===== config.mk =====
export PLATFORM = sky130hd
export DESIGN_NAME = wall_texture_coordinate
export DESIGN_NICKNAME = d
export VERILOG_FILES = /design/src/rtl/core/wtc_pkg.sv /design/src/rtl/core/wtc_front.sv /design/src/rtl/core/wtc_div_cell.sv /design/src/rtl/core/wtc_back.sv /design/src/rtl/core/wall_texture_coordinate.sv
export VERILOG_INCLUDE_DIRS = /design/src /design/src/rtl/core
export SDC_FILE = /design/constraint.sdc
export NUM_CORES = 2
export LEC_CHECK = 0
export BUFFER_PORTS_ARGS = -buffer_cell sky130_fd_sc_hd__clkbuf_2
export CAP_MARGIN = 25
export CORE_AREA = 4 4 497 499
export CTS_BUF_LIST = sky130_fd_sc_hd__clkbuf_16
export DETAILED_ROUTE_END_ITERATION = 10
export DIE_AREA = 0 0 501 503
export PLACE_DENSITY = 0.67
export SLEW_MARGIN = 20
export SYNTH_ARGS = -nofsm -noshare
export SYNTH_HDL_FRONTEND = slang
export SYNTH_SLANG_ARGS = --single-unit

===== constraint.sdc =====
create_clock -name clk -period 11.41 [get_ports clk]
set_clock_uncertainty 0.1 [all_clocks]
set_input_delay 0 -clock clk [delete_from_list [all_inputs] [get_ports clk]]
set_output_delay 0 -clock clk [all_outputs]
set_load 0.02 [all_outputs]

===== src/rtl/core/wall_texture_coordinate_defines.svh =====
// ----------------------------------------------------------------------------
// wall_texture_coordinate_defines: assertion macros
// Shared concurrent assertion forms for the texture coordinate block.
// ----------------------------------------------------------------------------
`ifndef WALL_TEXTURE_COORDINATE_DEFINES_SVH
`define WALL_TEXTURE_COORDINATE_DEFINES_SVH

// condition true at every clock edge outside reset
`define WTC_ASSERT_HOLDS(label, clk, rst, cond, msg) \
  label: assert property (@(posedge clk) disable iff (rst) (cond)) else $error(msg);

// antecedent implies consequent in the same cycle
`define WTC_ASSERT_IMPLIES(label, clk, rst, ante, cons, msg) \
  label: assert property (@(posedge clk) disable iff (rst) (ante) |-> (cons)) else $error(msg);

`endif


===== src/rtl/core/wtc_pkg.sv =====
// ----------------------------------------------------------------------------
// wtc_pkg: wall texture coordinate package
// Field widths, texture index codes and the beat carried along the cell row.
// ----------------------------------------------------------------------------
`timescale 1ns / 1ps

package wtc_pkg;

  localparam int POS_W   = 22;
  localparam int DIR_W   = 16;
  localparam int DIST_W  = 24;
  localparam int HGT_W   = 16;
  localparam int ROW_W   = 10;
  localparam int FRAC_W  = 16;
  localparam int COL_W   = 6;
  localparam int STEP_W  = 23;
  localparam int TROW_W  = 34;
  localparam int IDX_W   = 2;
  localparam int OFS_W   = 17;
  localparam int DIV_W   = HGT_W;
  localparam int MUL_W   = DIST_W + 1 + DIR_W;
  localparam int FRAC_LO = 14;

  localparam logic [IDX_W-1:0] TEX_Y_NEG = 2'd0;
  localparam logic [IDX_W-1:0] TEX_Y_POS = 2'd1;
  localparam logic [IDX_W-1:0] TEX_X_NEG = 2'd2;
  localparam logic [IDX_W-1:0] TEX_X_POS = 2'd3;

  typedef struct packed {
    logic [FRAC_W-1:0]       frac;
    logic                    mirror;
    logic [IDX_W-1:0]        tex;
    logic signed [OFS_W-1:0] offset;
  } pay_t;

endpackage


===== src/rtl/core/wtc_front.sv =====
// ----------------------------------------------------------------------------
// wtc_front: hit position front end
// Two stages: distance times direction with divisor set-up, then wall fraction.
// ----------------------------------------------------------------------------
`timescale 1ns / 1ps

module wtc_front #(
  parameter int SCREEN_ROWS = 480
) (
  input  logic                             clk,
  input  logic                             rst,
  input  logic                             up_valid,
  output logic                             up_ready,
  input  logic                             hit_side,
  input  logic signed [wtc_pkg::DIR_W-1:0] dir_x,
  input  logic signed [wtc_pkg::DIR_W-1:0] dir_y,
  input  logic [wtc_pkg::DIST_W-1:0]       wall_distance,
  input  logic [wtc_pkg::HGT_W-1:0]        column_height,
  input  logic [wtc_pkg::ROW_W-1:0]        first_row,
  input  logic [wtc_pkg::FRAC_W-1:0]       pos_x,
  input  logic [wtc_pkg::FRAC_W-1:0]       pos_y,
  output logic                             dn_valid,
  input  logic                             dn_ready,
  output wtc_pkg::pay_t                    dn_pay,
  output logic [wtc_pkg::DIV_W-1:0]        dn_div
);
  import wtc_pkg::*;

  localparam logic signed [OFS_W-1:0] HALF_ROWS = OFS_W'(SCREEN_ROWS / 2);

  logic signed [MUL_W-1:0] prod;
  logic                    dx_pos;
  logic                    dy_pos;
  logic                    dy_neg;
  logic [IDX_W-1:0]        tex;
  logic                    mirror;
  logic signed [OFS_W-1:0] offset;
  logic [DIV_W-1:0]        divisor;

  logic                    s1_valid;
  logic                    s1_ready;
  logic [FRAC_W-1:0]       s1_part;
  logic [FRAC_W-1:0]       s1_pos;
  logic                    s1_mirror;
  logic [IDX_W-1:0]        s1_tex;
  logic signed [OFS_W-1:0] s1_offset;
  logic [DIV_W-1:0]        s1_div;

  logic                    s2_valid;
  logic                    s2_ready;
  pay_t                    s2_pay;
  logic [DIV_W-1:0]        s2_div;

  assign prod    = $signed({1'b0, wall_distance}) * (hit_side ? dir_x : dir_y);
  assign dx_pos  = !dir_x[DIR_W-1] && (dir_x != '0);
  assign dy_pos  = !dir_y[DIR_W-1] && (dir_y != '0);
  assign dy_neg  = dir_y[DIR_W-1];
  assign mirror  = hit_side ? dy_neg : dx_pos;
  assign divisor = (column_height == '0) ? DIV_W'(1) : column_height;
  assign offset  = $signed(OFS_W'(first_row)) + $signed(OFS_W'(column_height[HGT_W-1:1]))
                   - HALF_ROWS;

  always_comb begin
    if (hit_side) begin
      tex = dy_pos ? TEX_Y_POS : TEX_Y_NEG;
    end else begin
      tex = dx_pos ? TEX_X_POS : TEX_X_NEG;
    end
  end

  assign s2_ready = !s2_valid || dn_ready;
  assign s1_ready = !s1_valid || s2_ready;
  assign up_ready = s1_ready;

  always_ff @(posedge clk) begin
    if (rst) begin
      s1_valid <= 1'b0;
    end else if (s1_ready) begin
      s1_valid <= up_valid;
    end
  end

  always_ff @(posedge clk) begin
    if (up_valid && s1_ready) begin
      s1_part   <= prod[FRAC_LO+FRAC_W-1:FRAC_LO];
      s1_pos    <= hit_side ? pos_x : pos_y;
      s1_mirror <= mirror;
      s1_tex    <= tex;
      s1_offset <= offset;
      s1_div    <= divisor;
    end
  end

  always_ff @(posedge clk) begin
    if (rst) begin
      s2_valid <= 1'b0;
    end else if (s2_ready) begin
      s2_valid <= s1_valid;
    end
  end

  always_ff @(posedge clk) begin
    if (s1_valid && s2_ready) begin
      s2_pay.frac   <= s1_pos + s1_part;
      s2_pay.mirror <= s1_mirror;
      s2_pay.tex    <= s1_tex;
      s2_pay.offset <= s1_offset;
      s2_div        <= s1_div;
    end
  end

  assign dn_valid = s2_valid;
  assign dn_pay   = s2_pay;
  assign dn_div   = s2_div;

endmodule


===== src/rtl/core/wtc_div_cell.sv =====
// ----------------------------------------------------------------------------
// wtc_div_cell: one restoring division step
// Takes one dividend bit, yields one quotient bit, passes the beat on.
// ----------------------------------------------------------------------------
`timescale 1ns / 1ps

module wtc_div_cell #(
  parameter int DW   = 23,
  parameter bit DBIT = 1'b0
) (
  input  logic                      clk,
  input  logic                      rst,
  input  logic                      up_valid,
  output logic                      up_ready,
  input  wtc_pkg::pay_t             up_pay,
  input  logic [wtc_pkg::DIV_W-1:0] up_div,
  input  logic [wtc_pkg::DIV_W-1:0] up_rem,
  input  logic [DW-1:0]             up_quo,
  output logic                      dn_valid,
  input  logic                      dn_ready,
  output wtc_pkg::pay_t             dn_pay,
  output logic [wtc_pkg::DIV_W-1:0] dn_div,
  output logic [wtc_pkg::DIV_W-1:0] dn_rem,
  output logic [DW-1:0]             dn_quo
);
  import wtc_pkg::*;

  logic [DIV_W:0]   trial;
  logic [DIV_W:0]   diff;
  logic             ge;
  logic [DIV_W-1:0] rem_next;
  logic [DW-1:0]    quo_next;
  logic             valid;

  assign trial    = {up_rem, DBIT};
  assign diff     = trial - {1'b0, up_div};
  assign ge       = trial >= {1'b0, up_div};
  assign rem_next = ge ? diff[DIV_W-1:0] : trial[DIV_W-1:0];
  assign quo_next = {up_quo[DW-2:0], ge};

  assign up_ready = !valid || dn_ready;

  always_ff @(posedge clk) begin
    if (rst) begin
      valid <= 1'b0;
    end else if (up_ready) begin
      valid <= up_valid;
    end
  end

  always_ff @(posedge clk) begin
    if (up_valid && up_ready) begin
      dn_pay <= up_pay;
      dn_div <= up_div;
      dn_rem <= rem_next;
      dn_quo <= quo_next;
    end
  end

  assign dn_valid = valid;

endmodule


===== src/rtl/core/wtc_back.sv =====
// ----------------------------------------------------------------------------
// wtc_back: output stage
// Texture column with mirroring, start row product, registered result beat.
// ----------------------------------------------------------------------------
`timescale 1ns / 1ps

module wtc_back #(
  parameter int DW        = 23,
  parameter int TEXTURE_W = 64
) (
  input  logic                              clk,
  input  logic                              rst,
  input  logic                              up_valid,
  output logic                              up_ready,
  input  wtc_pkg::pay_t                     up_pay,
  input  logic [DW-1:0]                     up_quo,
  output logic                              dn_valid,
  input  logic                              dn_stall,
  output logic [wtc_pkg::FRAC_W-1:0]        wall_frac,
  output logic [wtc_pkg::COL_W-1:0]         texel_column,
  output logic [wtc_pkg::STEP_W-1:0]        row_step,
  output logic signed [wtc_pkg::TROW_W-1:0] start_texel_row,
  output logic [wtc_pkg::IDX_W-1:0]         texture_index
);
  import wtc_pkg::*;

  localparam int CW  = $clog2(TEXTURE_W);
  localparam int CPW = FRAC_W + CW + 1;
  localparam int CXW = (CW > COL_W) ? CW : COL_W;
  localparam int SXW = (DW > STEP_W) ? DW : STEP_W;
  localparam int TPW = OFS_W + DW + 1;

  logic [CPW-1:0]        cprod;
  logic [CW-1:0]         col;
  logic [CW-1:0]         col_mir;
  logic [CXW-1:0]        col_ext;
  logic [SXW-1:0]        step_ext;
  logic signed [TPW-1:0] tprod;
  logic                  valid;

  assign cprod    = CPW'(up_pay.frac) * CPW'(TEXTURE_W);
  assign col      = cprod[FRAC_W+CW-1:FRAC_W];
  assign col_mir  = CW'(TEXTURE_W - 1) - col;
  assign col_ext  = CXW'(up_pay.mirror ? col_mir : col);
  assign step_ext = SXW'(up_quo);
  assign tprod    = up_pay.offset * $signed({1'b0, up_quo});

  assign up_ready = !valid || !dn_stall;

  always_ff @(posedge clk) begin
    if (rst) begin
      valid <= 1'b0;
    end else if (up_ready) begin
      valid <= up_valid;
    end
  end

  always_ff @(posedge clk) begin
    if (up_valid && up_ready) begin
      wall_frac       <= up_pay.frac;
      texel_column    <= col_ext[COL_W-1:0];
      row_step        <= step_ext[STEP_W-1:0];
      start_texel_row <= $signed(tprod[TROW_W-1:0]);
      texture_index   <= up_pay.tex;
    end
  end

  assign dn_valid = valid;

endmodule


===== src/rtl/core/wall_texture_coordinate.sv =====
// ----------------------------------------------------------------------------
// wall_texture_coordinate: ray caster wall texture coordinate
// Per-ray texture column, row step, start row and texture select.
// ----------------------------------------------------------------------------
// Usage: one ray hit beat enters on ray_valid/ray_stall, one result beat
// leaves on coord_valid/coord_stall. A beat moves at a clock edge with valid
// high and stall low. Player position is written over the APB port (x at
// 0x0, y at 0x4) while no ray is in flight.
// Path: two front stages, one division cell per quotient bit of
// TEXTURE_H * 65536 / height (DW = clog2(TEXTURE_H + 1) + 16 bits), and the
// output register.
// Throughput: one ray per cycle while nothing stalls; each division cell
// retires one quotient bit per beat, so a new ray can enter every cycle.
// Reset clears the positions and every stage valid; no result is pending.
// Stall: the output register holds its beat while coord_stall is high;
// earlier stages keep closing up gaps and ray_stall rises only once every
// stage holds a beat.
// ----------------------------------------------------------------------------
`timescale 1ns / 1ps

module wall_texture_coordinate #(
  parameter int TEXTURE_W   = 64,
  parameter int TEXTURE_H   = 64,
  parameter int SCREEN_ROWS = 480
) (
  input  logic                              clk,
  input  logic                              rst,
  input  logic                              psel,
  input  logic                              penable,
  input  logic                              pwrite,
  input  logic [2:0]                        paddr,
  input  logic [31:0]                       pwdata,
  output logic [31:0]                       prdata,
  output logic                              pready,
  input  logic                              ray_valid,
  output logic                              ray_stall,
  input  logic                              hit_side,
  input  logic signed [wtc_pkg::DIR_W-1:0]  dir_x,
  input  logic signed [wtc_pkg::DIR_W-1:0]  dir_y,
  input  logic [wtc_pkg::DIST_W-1:0]        wall_distance,
  input  logic [wtc_pkg::HGT_W-1:0]         column_height,
  input  logic [wtc_pkg::ROW_W-1:0]         first_row,
  output logic                              coord_valid,
  input  logic                              coord_stall,
  output logic [wtc_pkg::FRAC_W-1:0]        wall_frac,
  output logic [wtc_pkg::COL_W-1:0]         texel_column,
  output logic [wtc_pkg::STEP_W-1:0]        row_step,
  output logic signed [wtc_pkg::TROW_W-1:0] start_texel_row,
  output logic [wtc_pkg::IDX_W-1:0]         texture_index
);
  import wtc_pkg::*;

`include "wall_texture_coordinate_defines.svh"

  localparam int DW = $clog2(TEXTURE_H + 1) + 16;
  localparam logic [DW-1:0] DIVIDEND = DW'(TEXTURE_H) << 16;

  localparam logic REG_POS_X = 1'b0;
  localparam logic REG_POS_Y = 1'b1;

  logic [POS_W-1:0] pos_x;
  logic [POS_W-1:0] pos_y;
  logic             front_ready;

  logic             chain_valid [DW+1];
  logic             chain_ready [DW+1];
  pay_t             chain_pay   [DW+1];
  logic [DIV_W-1:0] chain_div   [DW+1];
  logic [DIV_W-1:0] chain_rem   [DW+1];
  logic [DW-1:0]    chain_quo   [DW+1];

  // configuration
  assign pready = 1'b1;

  always_ff @(posedge clk) begin
    if (rst) begin
      pos_x <= '0;
      pos_y <= '0;
    end else if (psel && penable && pwrite && pready) begin
      unique case (paddr[2])
        REG_POS_X: pos_x <= pwdata[POS_W-1:0];
        REG_POS_Y: pos_y <= pwdata[POS_W-1:0];
        default: ;
      endcase
    end
  end

  always_comb begin
    unique case (paddr[2])
      REG_POS_X: prdata = 32'(pos_x);
      REG_POS_Y: prdata = 32'(pos_y);
      default:   prdata = '0;
    endcase
  end

  // front end
  wtc_front #(
    .SCREEN_ROWS(SCREEN_ROWS)
  ) u_front (
    .clk          (clk),
    .rst          (rst),
    .up_valid     (ray_valid),
    .up_ready     (front_ready),
    .hit_side     (hit_side),
    .dir_x        (dir_x),
    .dir_y        (dir_y),
    .wall_distance(wall_distance),
    .column_height(column_height),
    .first_row    (first_row),
    .pos_x        (pos_x[FRAC_W-1:0]),
    .pos_y        (pos_y[FRAC_W-1:0]),
    .dn_valid     (chain_valid[0]),
    .dn_ready     (chain_ready[0]),
    .dn_pay       (chain_pay[0]),
    .dn_div       (chain_div[0])
  );

  assign ray_stall    = !front_ready;
  assign chain_rem[0] = '0;
  assign chain_quo[0] = '0;

  // division row, most significant quotient bit first
  for (genvar k = 0; k < DW; k++) begin : g_cell
    wtc_div_cell #(
      .DW  (DW),
      .DBIT(DIVIDEND[DW-1-k])
    ) u_cell (
      .clk     (clk),
      .rst     (rst),
      .up_valid(chain_valid[k]),
      .up_ready(chain_ready[k]),
      .up_pay  (chain_pay[k]),
      .up_div  (chain_div[k]),
      .up_rem  (chain_rem[k]),
      .up_quo  (chain_quo[k]),
      .dn_valid(chain_valid[k+1]),
      .dn_ready(chain_ready[k+1]),
      .dn_pay  (chain_pay[k+1]),
      .dn_div  (chain_div[k+1]),
      .dn_rem  (chain_rem[k+1]),
      .dn_quo  (chain_quo[k+1])
    );
  end

  wtc_back #(
    .DW       (DW),
    .TEXTURE_W(TEXTURE_W)
  ) u_back (
    .clk            (clk),
    .rst            (rst),
    .up_valid       (chain_valid[DW]),
    .up_ready       (chain_ready[DW]),
    .up_pay         (chain_pay[DW]),
    .up_quo         (chain_quo[DW]),
    .dn_valid       (coord_valid),
    .dn_stall       (coord_stall),
    .wall_frac      (wall_frac),
    .texel_column   (texel_column),
    .row_step       (row_step),
    .start_texel_row(start_texel_row),
    .texture_index  (texture_index)
  );

  `WTC_ASSERT_HOLDS(a_empty_no_stall, clk, rst, coord_valid || !ray_stall, "ray stalled with empty output")
  `WTC_ASSERT_IMPLIES(a_rem_bound, clk, rst, chain_valid[DW], chain_rem[DW] < chain_div[DW], "remainder not below divisor")
  `WTC_ASSERT_IMPLIES(a_step_nonzero, clk, rst, chain_valid[DW], chain_quo[DW] != '0, "zero row step quotient")
  `WTC_ASSERT_IMPLIES(a_mirror_tex, clk, rst, chain_valid[DW] && (chain_pay[DW].tex == TEX_X_POS || chain_pay[DW].tex == TEX_X_NEG || chain_pay[DW].tex == TEX_Y_POS), chain_pay[DW].mirror == (chain_pay[DW].tex == TEX_X_POS), "mirror flag disagrees with texture index")

endmodule


* Word-level counts from Yosys, hierarchy flattened *
Cells that the tools add are included.

word-level totals
  bits in registers = 2079
  input port bits = 125
  output and inout port bits = 116

operators by class
  multipliers = 2
  bitwise operators = 1
  reductions and logical operators = 91
  add/subtract/negate cells = 26
  muxes and demuxes = 29
  magnitude comparators = 23

operators by type and width
  cell                   number
  $ge 17x16->1           22
  $mux 16                22
  $sub 16x16->16         21
  $pmux 32 s2            1
  $mul 25x41->30         1
  $mux 41                1
  $mul 17x24->34         1
  $reduce_bool 16->1     2
  $logic_and 1x1->1      30
  $logic_not 1->1        30
  $logic_or 1x1->1       26
  $sub 17x9->17 const B  1
  $add 10x15->16         1
  $add 16x16->16         1
  $ge 1x16->1 const A    1
  $logic_not 16->1       1
  $sub 1x16->16 const A  1
  $mux 6                 1
  $sub 6x6->6 const A    1
  $reduce_and 2->1       2
  $mux 1                 3
  $mux 2                 1
  $not 1->1              1

* Depth between registers and ports, before layout *
  depth after elaboration = 28
  gate-level depth with buffers = 28
  mapped depth without buffers = 25

* Hierarchy *
Synthesis repeated with hierarchy kept, for this count alone.

second synthesis, totals
  cells, all modules = 9094
  area, all modules = 123728.7 µm²

by module, submodules not included
  module                                 area each (µm²)  instances  cells each  seq. area each (µm²)
  wtc_div_cell at g_cell[10].u_cell ...  3897.5           19         250         2752.6
  wtc_front                              17426.7          1          1698        3643.5
  wtc_back                               14366.3          1          1442        2452.4
  wtc_div_cell at g_cell[7].u_cell ...   3941.3           3          253         2752.6
  wtc_div_cell at g_cell[0].u_cell       3852.4           1          236         2752.6
  wall_texture_coordinate                2207.1           1          209         880.8

* Least setup slack after synthesis *
No wires, ideal clock.

  kind = register to register
  start point = reg u_back.valid (netlist: u_back.dn_valid)
  end point = reg g_cell[16].u_cell.dn_div[0] (netlist name), enable pin
  library setup time = 0.658 ns
  path slack = 3.284 ns
  path buffers = 1
  data arrival time = 7.368 ns
  clock period less this slack = 8.126 ns
  stages on the path, launching flop included = 6
  path through = dfxtp_1 and4_1 and3_1 and3_1 clkbuf_1 a21boi_0

on the way
  longest elaborated chain between the ends = 10

ends and longest elaborated chain
  item                           line                source
  start: declaration             wtc_back.sv:39      logic valid;
  start signal: assignment       wtc_back.sv:54      valid <= up_valid;
  $logic_not 1->1                wtc_back.sv:48      assign up_ready = !valid || !dn_stall;
  $logic_or 1x1->1               wtc_back.sv:48
  $logic_or 1x1->1 (7 in a row)  wtc_div_cell.sv:41  assign up_ready = !valid || dn_ready;
  $logic_and 1x1->1              wtc_div_cell.sv:52  if (up_valid && up_ready) begin
  end signal: assignment         wtc_div_cell.sv:54  dn_div <= up_div;
  end: declaration               wtc_div_cell.sv:22  output logic [wtc_pkg::DIV_W-1:0] dn_div,

Every way passes these cells.
A chain may end at the register's enable or synchronous reset.

* Worst setup path in the final report *
  start point = in hit_side
  end point = reg u_front.s1_part[15], data pin

on the way
  longest elaborated chain between the ends = 2

ends and longest elaborated chain
  item                    line                           source
  start: declaration      wall_texture_coordinate.sv:37  input logic hit_side,
  $mux 41                 wtc_front.sv:54                assign prod = $signed({1'b0, wall_distance}) * (hit_side ? dir_x : dir_y);
  $mul 25x41->30          wtc_front.sv:54
  net u_front.prod[29]    wtc_front.sv:31                logic signed [MUL_W-1:0] prod;
  end signal: assignment  wtc_front.sv:85                s1_part <= prod[FRAC_LO+FRAC_W-1:FRAC_LO];
  end: declaration        wtc_front.sv:42                logic [FRAC_W-1:0] s1_part;

The timed path passes the listed nets, and every way through them passes these cells.

==> results.cfg <==
[sta]
max_slew_margin_pct = 32.0
slew_viol_final = 0
worstMarginPinSlew_ns = 1.02
setup_viol = 0
finalCritPeriodShare_pct = 64.4
finalWorstSetupSlack_ns = 4.07
finalSetupTns_ns = 0
fmax_mhz = 136
final.min_clock_period_ns = 7.34
grt_setup_unrepaired = no
hold_viol = 0

[cts]
cts_buffers = 196
cts_sinks = 2079
cts_setup_buffers = 0
root_buffer = clkbuf_16
cts.path.max_buffers = 3
tritoncts = done
cts-htree-levels = 4
clk_latency_ns = 0.83
path_clk_slew_ns = 0.07
cts-resized-gates = 0

[worst_setup_path]
crit_slowest_cell = dlygate4sd3_1
crit_type = in -> reg
path_max_fanout = 27
critical_path_required_ns = 11.87
timing.critical_path.from = hit_side
worstSetupEndpoint = u_front.s1_part[15]$_DFFE_PP_
timing.rr.start = g_cell[22].u_cell.dn_quo[5]$_DFFE_PP_
regToRegSetupSlack_ns = 4.08
slowest_delay_ns = 0.52
critPathMostFrequentCell = fa_1
path_delay_family = adder cells
timing.rr.end = u_back.start_texel_row[33]$_DFFE_PP_
r2r_cells = 22
cp.depth = 28
cp-start-kind = input pin
critPathBufInv = 9
arrival_ns = 7.81
cp-end-kind = flop

[floorplan]
core_area_um2 = 243000
die_w_um = 501
die_y_um = 503
dieArea_um2 = 252000
initial_utilization_pct = 44.8
ioPinCount = 241
rows = 181

[placement]
dpl_worst_slack_ns = 3.39
place.gp.congestion = 0.896
placed_area_um2 = 114000
dp_hpwl_um = 153000
portBuffers = 217

[grt]
grt_usage_pct = 16.6
gr-total-overflow = 0
first_global_vias = 64733
antenna_found_initial = 5
grt_max_degree = 81
grt_pass1_wl_um = 339000

[power_and_ir_drop]
power_density_nw_per_um2 = 195
p_int_uw = 16000
pwr-share-clk_pct = 26.7
ir_drop_mv = 0.959
total_power_uw = 23600
sw_frac_of_total_pct = 32.3
power.switching_uw = 7640
p_comb_share_pct = 35.9
p_seq_share_pct = 37.4
total_leakage_power_uw = 0.0477

[logic_synthesis]
yosysWarnings = 0
syn_avg_cell_area_um2 = 13.1
synth_cells = 8318
synth_edf_count = 2009
netlist_area_um2 = 109000
async_flop_share_pct = 0
ys.flop_type = edfxtp_1
ys_ff_latch = 2079
ys_types = 81
synth-seq-area-share_pct = 56.8

[routing]
postRouteAntennaNets = 0
drt_iter0_drc = 4049
route.detailed.drc = 0
via_count = 61525
post_drt_wl_per_cell_um = 17.2
first_pass_iters = 5
viasPerCell = 5.09
finalWirelength_um = 208000

[min_path]
hold_path.class = in -> reg
min_from = column_height[1]

[final_layout]
fin_nets = 10066
syn2layout_area_growth_pct = 11.7
final_common_cell = edfxtp_1
final_cell_area_um2 = 121000
drive_gt1_share_pct = 9.16
final_cell_mix = edfxtp_1, inv_1, fa_1

[status]
status = completed

[job]
cap_violations = 0
area by class of cell:
class | count | area, µm²
antenna | 1 | 2.50
clock buffer | 197 | 4930
clock inverter | 168 | 1410
fill | 20228 | 121000
inverter | 1234 | 4630
multi-input combinational | 4809 | 41800
sequential | 2079 | 61700
tap | 3202 | 4010
timing repair buffer | 407 | 2910
worst min-delay path by stage:
stage	cells past startpoint	to	slack [ns]
2_1_floorplan	2	pos_y[16]$_SDFFE_PP0P_	0.04
3_3_place_gp	1	u_front.s1_div[5]$_SDFFCE_PN0P_	0.12
3_5_place_dp	1	u_front.s1_div[5]$_SDFFCE_PN0P_	0.13
4_1_cts	4	pos_y[0]$_SDFFE_PP0P_	0.003
5_1_grt	4	u_front.s1_offset[15]$_DFFE_PP_	0.1
6_report	3	u_front.s1_offset[0]$_DFFE_PP_	0.13
Yosys cell counts, drive strengths merged, types with 103 or more instances:
cell    count  area (µm²)
nor3      153         766
nand2     582        2190
nor2      453        1700
a21oi     398        2000
fa        634       12700
edfxtp   2009       60300
inv      1233        4630
mux2      190        2140
ha        580        7260
o21ai     153         769
and2      379        2370
clkbuf    174         653
xnor2     242        2120
xor2      103         902
cell families after synthesis:
kind of cell,count (synthesis),synth area share (%)
mux,205,2.11
simple gates,2042,9.13
compound gates,992,5.77
other cells,2,0.00691
buf+inv,1439,5.03
xor+xnor,345,2.78
flops,2079,56.8
fa+ha+maj,1214,18.4
stage by stage:
| stage | hold WS, ns | utilization (%) | cells |
|---|---|---|---|
| after floorplan | 0.0360 | - | 8327 |
| after global placement | 0.124 | 46.8 | 11593 |
| after detailed placement | 0.126 | 46.8 | 11593 |
| after CTS | 0.00336 | 50.0 | 12087 |
| after global routing | 0.0988 | 50.0 | 12097 |
| final | 0.129 | 50.0 | 12097 |
tightest hold or removal path, delay by kind of cell:
family | cells | cell delay [ns]
buffers and inverters | 2 | 0.69
adder cells (fa/ha/maj) | 1 | 0.20
what timing repair did:
| action | CTS | global route |
|---|---|---|
| hold buffers | 129 | 3 |
| setup endpoints to repair | 0 | 0 |
| endpoints found under the hold margin | 208 | 34 |
registers in the layout, indices dropped and copies added, names as in the netlist, 22 cells and up:
signal / flops
g_cell.u_cell.dn_div: 352
g_cell.u_cell.dn_pay: 828
g_cell.u_cell.dn_quo: 276
g_cell.u_cell.dn_rem: 352
g_cell.u_cell.dn_valid: 23
pos_x: 22
pos_y: 22
u_back.row_step: 23
u_back.start_texel_row: 34
u_front.dn_pay: 36
routing by layer:
| metal | vias to the layer above | GRT usage (%) | share of wire, % |
|---|---|---|---|
| met5 | - | 0 | 0.0063 |
| met4 | 2 | 5.63 | 3.3 |
| met3 | 434 | 2.44 | 4.3 |
| met2 | 1466 | 29.4 | 50 |
| met1 | 30249 | 20.8 | 42 |
| li1 | 29374 | - | - |
power groups by stage:
stage / Combinational (µW) / Clock [µW] / Sequential [µW]
2_1_floorplan: 6330 / 0 / 8990
3_3_place_gp: 8430 / 0 / 9000
3_5_place_dp: 8570 / 0 / 9000
4_1_cts: 8700 / 6460 / 8840
5_1_grt: 9630 / 6820 / 8840
6_report: 8490 / 6300 / 8840
No activity file was read; power rests on OpenSTA's default activity.
